File: src/sv/rc4_pkg.sv
// Shared constants, types and state encodings for the RC4 frame cipher.
`timescale 1ns / 1ps
package rc4_pkg;

    localparam int FRAME_BYTES   = 213;
    localparam int DISCARD_BYTES = 256;

    localparam int BYTE_W    = 8;
    localparam int KEY_W     = 40;
    localparam int IV_W      = 32;
    localparam int RC4_KEY_W = KEY_W + IV_W;
    localparam int KEY_BYTES = RC4_KEY_W / BYTE_W;
    localparam int KIDX_W    = $clog2(KEY_BYTES);
    localparam int SBOX_AW   = 8;
    localparam int SBOX_LAST = (1 << SBOX_AW) - 1;
    localparam int IV_STEPS  = IV_W;
    localparam int IVCNT_W   = $clog2(IV_STEPS);
    localparam int CNT_W     = ($clog2(DISCARD_BYTES) > SBOX_AW) ?
                               $clog2(DISCARD_BYTES) : SBOX_AW;
    localparam int DISC_LAST = (DISCARD_BYTES == 0) ? 0 : DISCARD_BYTES - 1;

    typedef enum logic [3:0] {
        E_IDLE,
        E_INIT,
        E_K_RD_I,
        E_K_RD_J,
        E_K_WR_I,
        E_K_WR_J,
        E_G_RD_I,
        E_G_RD_J,
        E_G_WR_I,
        E_G_WR_J,
        E_G_RD_K,
        E_G_KS
    } t_eng_state;

    typedef enum logic [2:0] {
        T_IDLE,
        T_IV,
        T_KEY_CMD,
        T_KEY_WAIT,
        T_GEN_CMD,
        T_GEN_WAIT,
        T_PUSH
    } t_top_state;

    typedef struct packed {
        logic rekey;
        logic gen;
    } t_eng_cmd;

    typedef struct packed {
        logic              busy;
        logic              done;
        logic [BYTE_W-1:0] ks;
    } t_eng_sts;

    typedef struct packed {
        logic            load;
        logic            step;
        logic [IV_W-1:0] iv;
    } t_iv_cmd;

endpackage

File: src/sv/rc4_if.sv
// Stream channel interfaces: input byte beat and output byte beat.
`timescale 1ns / 1ps
interface rc4_in_if;
    logic        valid;
    logic        ready;
    logic [7:0]  data_in;
    logic        first_of_message;
    logic [31:0] iv_in;

    modport source(output valid, output data_in, output first_of_message,
                   output iv_in, input ready);
    modport sink(input valid, input data_in, input first_of_message,
                 input iv_in, output ready);
endinterface

interface rc4_out_if;
    logic       valid;
    logic       ready;
    logic [7:0] data_out;

    modport source(output valid, output data_out, input ready);
    modport sink(input valid, input data_out, output ready);
endinterface

File: src/sv/rc4_iv_lfsr.sv
// IV register with a one-bit-per-cycle LFSR stepper (x^32+x^4+x^2+1).
`timescale 1ns / 1ps
module rc4_iv_lfsr
    import rc4_pkg::*;
(
    input  logic            i_clk,
    input  logic            i_rst_n,
    input  t_iv_cmd         i_cmd,
    output logic [IV_W-1:0] o_iv,
    output logic            o_done
);

    logic [IV_W-1:0]    r_iv,  n_iv;
    logic [IVCNT_W-1:0] r_cnt, n_cnt;
    logic               r_run, n_run;

    always_comb begin
        n_iv   = r_iv;
        n_cnt  = r_cnt;
        n_run  = r_run;
        o_done = 1'b0;
        if (i_cmd.load) begin
            n_iv = i_cmd.iv;
        end else if (i_cmd.step) begin
            n_run = 1'b1;
            n_cnt = '0;
        end else if (r_run) begin
            // shift in the feedback tap bit
            n_iv  = {r_iv[IV_W-2:0], r_iv[IV_W-1] ^ r_iv[3] ^ r_iv[1]};
            n_cnt = r_cnt + 1'b1;
            if (r_cnt == IVCNT_W'(IV_STEPS - 1)) begin
                n_run  = 1'b0;
                o_done = 1'b1;
            end
        end
    end

    always_ff @(posedge i_clk) begin
        if (!i_rst_n) begin
            r_iv  <= '0;
            r_cnt <= '0;
            r_run <= 1'b0;
        end else begin
            r_iv  <= n_iv;
            r_cnt <= n_cnt;
            r_run <= n_run;
        end
    end

    assign o_iv = r_iv;

endmodule

File: src/sv/rc4_engine.sv
// RC4 S-box memory with the key schedule and keystream sequencer.
`timescale 1ns / 1ps
module rc4_engine
    import rc4_pkg::*;
(
    input  logic                 i_clk,
    input  logic                 i_rst_n,
    input  t_eng_cmd             i_cmd,
    input  logic [RC4_KEY_W-1:0] i_key,
    output t_eng_sts             o_sts
);

    logic [BYTE_W-1:0] r_mem [0:SBOX_LAST];
    logic [BYTE_W-1:0] r_rd;

    t_eng_state        r_state, n_state;
    logic [CNT_W-1:0]  r_cnt,  n_cnt;
    logic [KIDX_W-1:0] r_kidx, n_kidx;
    logic [BYTE_W-1:0] r_i, n_i;
    logic [BYTE_W-1:0] r_j, n_j;
    logic [BYTE_W-1:0] r_t, n_t;
    logic [BYTE_W-1:0] r_b, n_b;
    logic              r_disc, n_disc;

    logic               mem_we;
    logic [SBOX_AW-1:0] mem_waddr;
    logic [BYTE_W-1:0]  mem_wdata;
    logic [SBOX_AW-1:0] mem_raddr;
    logic [BYTE_W-1:0]  key_byte;
    logic [BYTE_W-1:0]  sum_j;

    assign key_byte = i_key[BYTE_W*(KEY_BYTES - 1 - int'(r_kidx)) +: BYTE_W];

    always_comb begin
        n_state   = r_state;
        n_cnt     = r_cnt;
        n_kidx    = r_kidx;
        n_i       = r_i;
        n_j       = r_j;
        n_t       = r_t;
        n_b       = r_b;
        n_disc    = r_disc;
        mem_we    = 1'b0;
        mem_waddr = r_cnt[SBOX_AW-1:0];
        mem_wdata = r_cnt[BYTE_W-1:0];
        mem_raddr = r_cnt[SBOX_AW-1:0];
        sum_j     = r_j + r_rd;
        o_sts.done = 1'b0;
        o_sts.ks   = r_rd;
        case (r_state)
            E_IDLE: begin
                if (i_cmd.rekey) begin
                    n_cnt   = '0;
                    n_state = E_INIT;
                end else if (i_cmd.gen) begin
                    n_disc  = 1'b0;
                    n_state = E_G_RD_I;
                end
            end
            E_INIT: begin
                mem_we = 1'b1;
                if (r_cnt == CNT_W'(SBOX_LAST)) begin
                    n_cnt   = '0;
                    n_j     = '0;
                    n_kidx  = '0;
                    n_state = E_K_RD_I;
                end else begin
                    n_cnt = r_cnt + 1'b1;
                end
            end
            E_K_RD_I: begin
                n_state = E_K_RD_J;
            end
            E_K_RD_J: begin
                sum_j     = r_j + r_rd + key_byte;
                n_t       = r_rd;
                n_j       = sum_j;
                mem_raddr = sum_j;
                n_kidx    = (r_kidx == KIDX_W'(KEY_BYTES - 1)) ? '0 : r_kidx + 1'b1;
                n_state   = E_K_WR_I;
            end
            E_K_WR_I: begin
                mem_we    = 1'b1;
                mem_wdata = r_rd;
                n_state   = E_K_WR_J;
            end
            E_K_WR_J: begin
                mem_we    = 1'b1;
                mem_waddr = r_j;
                mem_wdata = r_t;
                if (r_cnt == CNT_W'(SBOX_LAST)) begin
                    n_cnt = '0;
                    n_i   = '0;
                    n_j   = '0;
                    if (DISCARD_BYTES == 0) begin
                        o_sts.done = 1'b1;
                        n_state    = E_IDLE;
                    end else begin
                        n_disc  = 1'b1;
                        n_state = E_G_RD_I;
                    end
                end else begin
                    n_cnt   = r_cnt + 1'b1;
                    n_state = E_K_RD_I;
                end
            end
            E_G_RD_I: begin
                n_i       = r_i + 1'b1;
                mem_raddr = n_i;
                n_state   = E_G_RD_J;
            end
            E_G_RD_J: begin
                n_t       = r_rd;
                n_j       = sum_j;
                mem_raddr = sum_j;
                n_state   = E_G_WR_I;
            end
            E_G_WR_I: begin
                mem_we    = 1'b1;
                mem_waddr = r_i;
                mem_wdata = r_rd;
                n_b       = r_rd;
                n_state   = E_G_WR_J;
            end
            E_G_WR_J: begin
                mem_we    = 1'b1;
                mem_waddr = r_j;
                mem_wdata = r_t;
                if (!r_disc) begin
                    n_state = E_G_RD_K;
                end else if (r_cnt == CNT_W'(DISC_LAST)) begin
                    n_cnt      = '0;
                    o_sts.done = 1'b1;
                    n_state    = E_IDLE;
                end else begin
                    n_cnt   = r_cnt + 1'b1;
                    n_state = E_G_RD_I;
                end
            end
            E_G_RD_K: begin
                // read after both swap writes have landed
                mem_raddr = r_t + r_b;
                n_state   = E_G_KS;
            end
            E_G_KS: begin
                o_sts.done = 1'b1;
                n_state    = E_IDLE;
            end
            default: begin
                n_state = E_IDLE;
            end
        endcase
        o_sts.busy = (r_state != E_IDLE);
    end

    always_ff @(posedge i_clk) begin
        if (mem_we) begin
            r_mem[mem_waddr] <= mem_wdata;
        end
        r_rd <= r_mem[mem_raddr];
    end

    always_ff @(posedge i_clk) begin
        if (!i_rst_n) begin
            r_state <= E_IDLE;
            r_cnt   <= '0;
            r_kidx  <= '0;
            r_i     <= '0;
            r_j     <= '0;
            r_disc  <= 1'b0;
        end else begin
            r_state <= n_state;
            r_cnt   <= n_cnt;
            r_kidx  <= n_kidx;
            r_i     <= n_i;
            r_j     <= n_j;
            r_disc  <= n_disc;
        end
    end

    always_ff @(posedge i_clk) begin
        r_t <= n_t;
        r_b <= n_b;
    end

endmodule

File: src/sv/rc4_iv_frame_stream_cipher_top.sv
// Top level of the RC4 frame stream cipher: handshakes, framing and output register.
`timescale 1ns / 1ps
// Each input beat yields one output beat, data_in XOR the next RC4 keystream byte, so
// the same block encrypts and decrypts. The RC4 key is the 40-bit session key followed
// by the current 32-bit IV, most significant bytes first. A beat with first_of_message
// set loads iv_in and rekeys; after every 213 bytes of a frame the IV is advanced 32
// steps through x^32+x^4+x^2+1 and the block rekeys. All work goes through one 256-entry
// S-box memory with one read and one write port: a rekey fills the S-box, runs the key
// schedule and discards 256 keystream bytes, and a data byte is XORed with one keystream
// byte and placed in the output register. The input is ready only while the block is
// idle; a finished byte waits in the output register while the next beat is accepted.
// A session_key write takes effect at the next rekey. Bytes sent after reset before any
// first_of_message beat read an S-box that was never written and are undefined.
module rc4_iv_frame_stream_cipher_top
    import rc4_pkg::*;
(
    input  logic             i_clk,
    input  logic             i_rst_n,
    input  logic             i_cfg_we,
    input  logic [KEY_W-1:0] i_cfg_wdata,
    rc4_in_if.sink           i_in,
    rc4_out_if.source        o_out
);

    t_top_state        r_state, n_state;
    logic [KEY_W-1:0]  r_key;
    logic [BYTE_W-1:0] r_fpos, n_fpos;
    logic [BYTE_W-1:0] r_data, n_data;
    logic [BYTE_W-1:0] r_out_data, n_out_data;
    logic              r_out_valid, n_out_valid;

    t_eng_cmd        eng_cmd;
    t_eng_sts        eng_sts;
    t_iv_cmd         iv_cmd;
    logic [IV_W-1:0] iv;
    logic            iv_done;
    logic            in_fire;

    rc4_iv_lfsr u_iv (
        .i_clk   (i_clk),
        .i_rst_n (i_rst_n),
        .i_cmd   (iv_cmd),
        .o_iv    (iv),
        .o_done  (iv_done)
    );

    rc4_engine u_engine (
        .i_clk   (i_clk),
        .i_rst_n (i_rst_n),
        .i_cmd   (eng_cmd),
        .i_key   ({r_key, iv}),
        .o_sts   (eng_sts)
    );

    assign i_in.ready     = (r_state == T_IDLE);
    assign in_fire        = i_in.valid && i_in.ready;
    assign o_out.valid    = r_out_valid;
    assign o_out.data_out = r_out_data;

    always_comb begin
        n_state     = r_state;
        n_fpos      = r_fpos;
        n_data      = r_data;
        n_out_data  = r_out_data;
        n_out_valid = r_out_valid;
        eng_cmd     = '0;
        iv_cmd      = '0;
        iv_cmd.iv   = i_in.iv_in;
        if (o_out.ready) begin
            n_out_valid = 1'b0;
        end
        case (r_state)
            T_IDLE: begin
                if (in_fire) begin
                    n_data = i_in.data_in;
                    if (i_in.first_of_message) begin
                        iv_cmd.load = 1'b1;
                        n_fpos      = '0;
                        n_state     = T_KEY_CMD;
                    end else if (r_fpos >= BYTE_W'(FRAME_BYTES)) begin
                        iv_cmd.step = 1'b1;
                        n_fpos      = '0;
                        n_state     = T_IV;
                    end else begin
                        n_state = T_GEN_CMD;
                    end
                end
            end
            T_IV: begin
                if (iv_done) begin
                    n_state = T_KEY_CMD;
                end
            end
            T_KEY_CMD: begin
                eng_cmd.rekey = 1'b1;
                n_state       = T_KEY_WAIT;
            end
            T_KEY_WAIT: begin
                if (eng_sts.done) begin
                    n_state = T_GEN_CMD;
                end
            end
            T_GEN_CMD: begin
                eng_cmd.gen = 1'b1;
                n_state     = T_GEN_WAIT;
            end
            T_GEN_WAIT: begin
                if (eng_sts.done) begin
                    n_data  = r_data ^ eng_sts.ks;
                    n_fpos  = r_fpos + 1'b1;
                    n_state = T_PUSH;
                end
            end
            T_PUSH: begin
                // hold until the output register is free
                if (!r_out_valid || o_out.ready) begin
                    n_out_data  = r_data;
                    n_out_valid = 1'b1;
                    n_state     = T_IDLE;
                end
            end
            default: begin
                n_state = T_IDLE;
            end
        endcase
    end

    always_ff @(posedge i_clk) begin
        if (!i_rst_n) begin
            r_state     <= T_IDLE;
            r_key       <= '0;
            r_fpos      <= '0;
            r_out_valid <= 1'b0;
        end else begin
            r_state     <= n_state;
            r_fpos      <= n_fpos;
            r_out_valid <= n_out_valid;
            if (i_cfg_we) begin
                r_key <= i_cfg_wdata;
            end
        end
    end

    always_ff @(posedge i_clk) begin
        r_data     <= n_data;
        r_out_data <= n_out_data;
    end

    a_ready_engine_idle: assert property (@(posedge i_clk) disable iff (!i_rst_n)
        i_in.ready |-> !eng_sts.busy)
        else $error("input ready while the S-box engine is busy");

    a_fpos_bound: assert property (@(posedge i_clk) disable iff (!i_rst_n)
        r_fpos <= BYTE_W'(FRAME_BYTES))
        else $error("frame position ran past the frame length");

    a_iv_done_in_step: assert property (@(posedge i_clk) disable iff (!i_rst_n)
        iv_done |-> (r_state == T_IV))
        else $error("IV stepper finished outside the IV step phase");

    a_gen_to_push: assert property (@(posedge i_clk) disable iff (!i_rst_n)
        (r_state == T_GEN_WAIT && eng_sts.done) |=> (r_state == T_PUSH))
        else $error("keystream byte finished without moving to the output stage");

endmodule

File: src/flat_wrapper.sv
// flat-port wrapper written by rule: the top's interface ports become plain ports
module rc4_iv_frame_stream_cipher_top_flat import rc4_pkg::*;
  (i_clk, i_rst_n, i_cfg_we, i_cfg_wdata, i_in_valid, i_in_data_in, i_in_first_of_message, i_in_iv_in, i_in_ready, o_out_valid, o_out_data_out, o_out_ready);
  rc4_in_if i_in_i ();
  rc4_out_if o_out_i ();
  input  logic i_clk;
  input  logic i_rst_n;
  input  logic i_cfg_we;
  input  logic [KEY_W-1:0] i_cfg_wdata;
  input wire logic [$bits(i_in_i.valid)-1:0] i_in_valid;
  input wire logic [$bits(i_in_i.data_in)-1:0] i_in_data_in;
  input wire logic [$bits(i_in_i.first_of_message)-1:0] i_in_first_of_message;
  input wire logic [$bits(i_in_i.iv_in)-1:0] i_in_iv_in;
  output wire logic [$bits(i_in_i.ready)-1:0] i_in_ready;
  output wire logic [$bits(o_out_i.valid)-1:0] o_out_valid;
  output wire logic [$bits(o_out_i.data_out)-1:0] o_out_data_out;
  input wire logic [$bits(o_out_i.ready)-1:0] o_out_ready;
  assign i_in_i.valid = i_in_valid;
  assign i_in_i.data_in = i_in_data_in;
  assign i_in_i.first_of_message = i_in_first_of_message;
  assign i_in_i.iv_in = i_in_iv_in;
  assign i_in_ready = i_in_i.ready;
  assign o_out_valid = o_out_i.valid;
  assign o_out_data_out = o_out_i.data_out;
  assign o_out_i.ready = o_out_ready;
  rc4_iv_frame_stream_cipher_top u_core (.i_clk(i_clk), .i_rst_n(i_rst_n), .i_cfg_we(i_cfg_we), .i_cfg_wdata(i_cfg_wdata), .i_in(i_in_i), .o_out(o_out_i));
endmodule
File: config.mk
export PLATFORM = sky130hd
export DESIGN_NAME = rc4_iv_frame_stream_cipher_top_flat
export DESIGN_NICKNAME = d
export VERILOG_FILES = /design/src/sv/rc4_pkg.sv /design/src/sv/rc4_if.sv /design/src/sv/rc4_iv_lfsr.sv /design/src/sv/rc4_engine.sv /design/src/sv/rc4_iv_frame_stream_cipher_top.sv /design/src/flat_wrapper.sv
export SDC_FILE = /design/constraint.sdc
export NUM_CORES = 2
export LEC_CHECK = 0
export CORE_ASPECT_RATIO = 0.7
export CORE_MARGIN = 4
export CORE_UTILIZATION = 35
export DETAILED_ROUTE_END_ITERATION = 8
export DONT_BUFFER_PORTS = 1
export SETUP_SLACK_MARGIN = 0.3
export SLEW_MARGIN = 20
export SYNTH_ARGS = -nofsm -noshare
export SYNTH_HDL_FRONTEND = slang
export SYNTH_SLANG_ARGS = --single-unit
File: constraint.sdc
create_clock -name i_clk -period 12.6 [get_ports i_clk]
set_clock_uncertainty 0.15 [all_clocks]
set_input_delay 1.26 -clock i_clk [delete_from_list [all_inputs] [get_ports i_clk]]
set_output_delay 1.26 -clock i_clk [all_outputs]
set_load 0.005 [all_outputs]
**Word level (Yosys, flattened, before mapping)**

Memory sizes are Yosys's and may differ from the RTL's. A register that Yosys moved wholly into a read port is not among the register bits.
Cells that the tools add are included.

- Flip-flop bits (word level): 155
- Memory bits (writable): 2,048
- Bits of input ports: 86
- Output and inout bits: 10
- Memories: 1

- Add/subtract/negate cells: 9
- $lt $le $gt $ge: 1
- Eq/ne operators: 35
- Shift operators: 1
- Multiplexer cells: 68
- Bitwise operators: 4
- Reduce and logical (&&, ||, !) cells: 30

Memory list:

| memory | words | width | rd ports | clocked after memory_dff | write ports | line | source |
|---|---|---|---|---|---|---|---|
| u_core.u_engine.r_mem | 256 | 8 | 1 | 1 | 1 | rc4_engine.sv:13 | `logic [BYTE_W-1:0] r_mem [0:SBOX_LAST];` |

Operators with widths:

| cell | number |
|---|---|
| $mux 32 | 3 |
| $mux 8 | 10 |
| $pmux 8 s2 | 5 |
| $shiftx 72x32->8 | 1 |
| $pmux 8 s3 | 2 |
| $pmux 4 s11 | 1 |
| $pmux 8 s4 | 1 |
| $mux 3 | 9 |
| $add 8x1->8 const B | 3 |
| $add 8x8->8 | 3 |
| $mux 4 | 6 |
| $mux 1 | 23 |
| $pmux 3 s7 | 1 |
| $eq 4x4->1 const B | 5 |
| $eq 4x3->1 const B | 4 |
| $ne 2x1->1 const B | 8 |
| $reduce_and 2->1 | 7 |
| $reduce_bool 2->1 | 6 |
| $mux 5 | 2 |
| $ne 2x2->1 const B | 5 |
| $eq 3x3->1 const B | 3 |
| $eq 4x2->1 const B | 2 |
| $eq 8x8->1 const B | 1 |
| $ge 8x8->1 const B | 1 |
| other kinds (26) | 36 |

**Longest topological paths before layout**

- Word-level depth: 9
- Depth in mapped cells: 26

**By module**

From an unflattened synthesis, not the netlist that was laid out.

- Cells, all modules: 6,799
- Area, all modules: 90,889.7 µm²

Modules (own cells, without submodules):

| module | instances | cells each | area each (µm²) |
|---|---|---|---|
| rc4_engine | 1 | 6,338 | 85,967.4 |
| rc4_iv_frame_stream_cipher_top | 1 | 281 | 2,887.8 |
| rc4_iv_lfsr | 1 | 180 | 2,034.5 |

**Least setup slack after synthesis**

No wires, ideal clock.

- Path type: register -> register
- Start: reg u_core.u_engine.r_state[0]
- End: mem u_core.u_engine.r_mem[0][5], data pin
- Library setup time: 1,579 ps
- Arrival: 8,464 ps
- Path slack: 2,407 ps
- Cell stages (with the launch flop): 7
- Path buffers: 4
- Cell sequence: dfxtp_1 > buf_2 > buf_4 > clkbuf_1 > clkbuf_1 > mux2i_1 > a21oi_1

- Word-level cells in the longest chain between the ends: 3

Ends and longest elaborated chain:

| element | line | source |
|---|---|---|
| start: declaration | rc4_engine.sv:16 | `t_eng_state r_state, n_state;` |
| start signal: assignment | rc4_engine.sv:172 | `r_state <= n_state;` |
| $eq 4x4->1 / $eq 4x3->1 (equally long branches) | rc4_engine.sv:50 | `case (r_state)` |
| $reduce_or 2->1 (no line) | -- |  |
| $pmux 8 s2 * | rc4_engine.sv:50 |  |
| via u_core.u_engine.mem_wdata[5] | rc4_engine.sv:27 | `logic [BYTE_W-1:0] mem_wdata;` |
| end: declaration | rc4_engine.sv:13 |  |

The timed path passes the listed nets; every way through them passes the cells marked *.

**Worst setup path in the final report**

- Start: reg u_core.u_engine.r_kidx[0]
- End: reg u_core.u_engine.r_rd[2] (read register of u_core.u_engine.r_mem)

- Word-level cells in the longest chain between the ends: 4

Ends and longest elaborated chain:

| element | line | source |
|---|---|---|
| start: declaration | rc4_engine.sv:18 | `logic [KIDX_W-1:0] r_kidx, n_kidx;` |
| start signal: assignment | rc4_engine.sv:174 | `r_kidx <= n_kidx;` |
| $sub 4x4->5 | rc4_engine.sv:32 | `assign key_byte = i_key[BYTE_W*(KEY_BYTES - 1 - int'(r_kidx)) +: BYTE_W];` |
| $shiftx 72x32->8 | rc4_engine.sv:32 |  |
| $add 8x8->8 | rc4_engine.sv:75 | `sum_j = r_j + r_rd + key_byte;` |
| $pmux 8 s4 | rc4_engine.sv:50 |  |
| end: declaration | rc4_engine.sv:14 | `logic [BYTE_W-1:0] r_rd;` |

No other way between the ends.
A chain may end at the register's enable or synchronous reset.

==> impl_metrics.ini <==
[layout]
synthToLayoutAreaGrowth_pct = 10.5
fin_util_pct = 39.0
final_common_cell = edfxtp_1
fillCellCount = 23500
fin_nets = 6182
finalInstanceArea_sq_mm = 0.0998
final_layout_size_suffix_gt1_share_pct = 9.86
final_cell_mix = edfxtp_1, nand2_1, nor2_1

[logic_synthesis]
synthAdderAreaFrac_pct = 0.493
synth_warnings = 0
ys_ff_latch = 2211
synth_xor_xnor_area_share_pct = 0.484
ys.flop_type = edfxtp_1
synthesis.instances = 6153
synth.mux.area_fraction_pct = 7.17
synth_simple_gate_area_share_pct = 8.63
synth_edf_count = 2080
seq_area_frac_synth_pct = 72.0
synth-compound-area-share_pct = 8.61
synthesis.nets = 6272
async_reset_ff_share_pct = 0
syn_area_sq_mm = 0.0904
synth_cell_types = 91
synth_top_family_by_area = simple AND/OR/NAND/NOR gates
synth.avg_cell_area_sq_um = 14.7

[die]
dieWidth_um = 615
start_util_pct = 35.3
core_area_sq_mm = 0.256
num_rows = 155
dieArea_sq_mm = 0.267
die_h_um = 433
pin_count = 96

[setup_path]
cp.arrival_ns = 9.15
cp.required_ns = 13.18
worstPathMaxFanout = 62
path_class = reg -> reg
start_kind = register
end_kind = register
worst_r2r_path_depth = 20

[pwr]
p_comb_share_pct = 32.7
p_leak_nw = 32.7
p_clk_share_pct = 26.5
internal-power_mw = 14.5
swShare_pct = 35.5
netSwitchingPower_mw = 7.97
ir_worst_vdd_mv = 0.224
pwr-share-seq_pct = 40.8
powerDensity_mw_per_mm2 = 225

[hold_path]
hold_path.class = reg -> reg
hold_depth = 0

[drt]
wl_mm = 261
first_pass_iters = 9
drtIter0Drc = 7915
viasPerCell = 5.78
wl_per_cell_um = 27.2
drc = 0
ant_nets = 0
via_count = 55400

[global_routing]
grt_usage_pct = 18.9
grt_overflow = 0
grt_pass1_wl_mm = 374
grt_pass1_vias = 52000
antenna_found_initial = 9
grt_max_degree = 213

[placement]
dp_slack_ns = 4.24
dpl.hpwl_mm = 156
placed_area_sq_mm = 0.0937
portBuffers = 0
routabilityCongestion = 0.870

[clocking]
cts-buffers-inserted = 200
clk_path_buf_depth = 4
ctsHoldBuffers = 0
h-tree-depth = 4
cts-resized-gates = 0
cts_setup_buffers = 0
path_clk_slew_ns = 0.07
clock-sinks = 2211
tritoncts = done
clk_latency_ns = 0.88
root_buffer = clkbuf_16

[sta]
setup-violations-final = 0
rsz0062_at_grt = no
finalHoldViolCount = 0
whs_ns = 0.331
setup_tns_ns = 0
drv_slew = 0
post-route-period-util_pct = 68.0
worstMarginPinSlew_ns = 1.40
fmax_mhz = 117
setup_ws_ns = 4.04
min_period_ns = 8.56
slew-limit-headroom_pct = 6.69

[run_status]
status = finished clean

[job]
max_cap_viol_count = 0
==> state kept, by name (all words and copies together) (netlist names) <==
| signal | flops |
|---|---|
| u_core.u_iv.r_cnt | 5 |
| u_core.u_engine.r_b | 8 |
| u_core.u_engine.r_disc | 1 |
| u_core.u_iv.r_run | 1 |
| u_core.o_out.data_out | 8 |
| u_core.o_out.valid | 1 |
| u_core.r_key | 40 |
| u_core.u_engine.r_cnt | 8 |
| u_core.r_data | 8 |
| u_core.r_state | 3 |
| u_core.u_engine.r_t | 8 |
| u_core.u_engine.r_kidx | 4 |
| u_core.u_engine.r_mem | 2048 |
| u_core.u_engine.r_state | 4 |
| u_core.u_engine.r_i | 8 |
| u_core.r_fpos | 8 |
| u_core.u_engine.r_rd | 8 |
| u_core.u_engine.r_j | 8 |
| u_core.u_iv.o_iv | 32 |
==> critical path: stages, from the launching register on <==
cell and delay (ns):
dfxtp_1 0.32, buf_4 0.35, inv_1 0.11, ha_1 0.82, mux4_2 0.44, mux2_2 0.29
a22oi_1 0.16, nor2_1 0.09, ha_1 0.23, fa_1 0.58, nor3b_1 0.07, a311oi_1 0.56
o21a_4 0.52, buf_4 0.49, buf_4 0.70, mux4_2 0.42, a21oi_1 0.45, a221oi_1 0.22
a2111oi_1 1.03, buf_4 0.32, a311oi_1 0.06
==> cell usage after synthesis (51+ instances only) <==
cell         n  area, sq um
clkbuf_1   135          507
nor3_1      51          255
mux2i_1    272         2720
dfxtp_1    131         2620
a32oi_1    156         1370
nand3_1    204         1020
a21oi_1    414         2070
buf_2      155          776
o21ai_0     61          305
a221oi_1   125         1090
buf_4       60          450
mux4_2     160         3600
edfxtp_1  2080        62500
nor2_1     413         1550
nand2_1   1033         3880
==> area by class of cell <==
type	instances	area [sq um]	area share, %
Antenna cell	3	7.51	0.00752
Timing Repair Buffer	121	1140	1.14
Tap cell	3375	4220	4.23
Multi-Input combinational cell	3506	23200	23.2
Inverter	23	86.3	0.0865
Clock inverter	93	790	0.791
Sequential cell	2211	65100	65.2
Clock buffer	260	5320	5.33
==> logic make-up after synthesis <==
group / after synthesis
XOR/XNOR: 50
adder cells (fa/ha/maj): 34
multiplexers: 446
AND/OR/NAND/NOR: 1859
buffers and inverters: 436
AO/OA/AOI/OAI: 1117
flip-flops: 2211
==> worst paths after layout <==
kind,slack [ns],endpoint,from
worst max-delay path,4.04,u_core.u_engine.r_rd[2]$_DFF_P_,u_core.u_engine.r_kidx[0]$_SDFFE_PN0P_
worst min-delay path,0.33,u_core.o_out.data_out[2]$_DFFE_PP_,u_core.r_data[2]$_DFFE_PP_
worst max register to register,4.04,u_core.u_engine.r_rd[2]$_DFF_P_,u_core.u_engine.r_kidx[0]$_SDFFE_PN0P_
worst min register to register,0.33,u_core.o_out.data_out[2]$_DFFE_PP_,u_core.r_data[2]$_DFFE_PP_
==> per-layer routing <==
layer / share of wire [%] / up-vias / GRT usage [%] / routed length, um
met2: 41 / 3070 / 26.1 / 107000
met5: 0.0088 / - / 0 / 23
met3: 12 / 448 / 5.61 / 31700
met4: 3.1 / 4 / 5.61 / 8070
met1: 44 / 28300 / 28.4 / 114000
li1: - / 23600 / - / -
==> power groups by stage <==
stage | clock (mW) | combinational (mW) | sequential, mW
after detailed placement | 0 | 7.22 | 9.31
after global placement | 0 | 7.10 | 9.30
after global routing | 6.31 | 7.83 | 9.16
final | 5.94 | 7.33 | 9.16
after CTS | 6.00 | 7.24 | 9.15
after floorplan | 0 | 4.93 | 9.60
==> through the flow <==
step,power (mW),cells
4_1_cts,22.4,9587
5_1_grt,23.3,9591
3_3_place_gp,16.4,9232
3_5_place_dp,16.5,9234
2_1_floorplan,14.5,6153
6_report,22.4,9592
No activity file was read; power rests on OpenSTA's default activity.
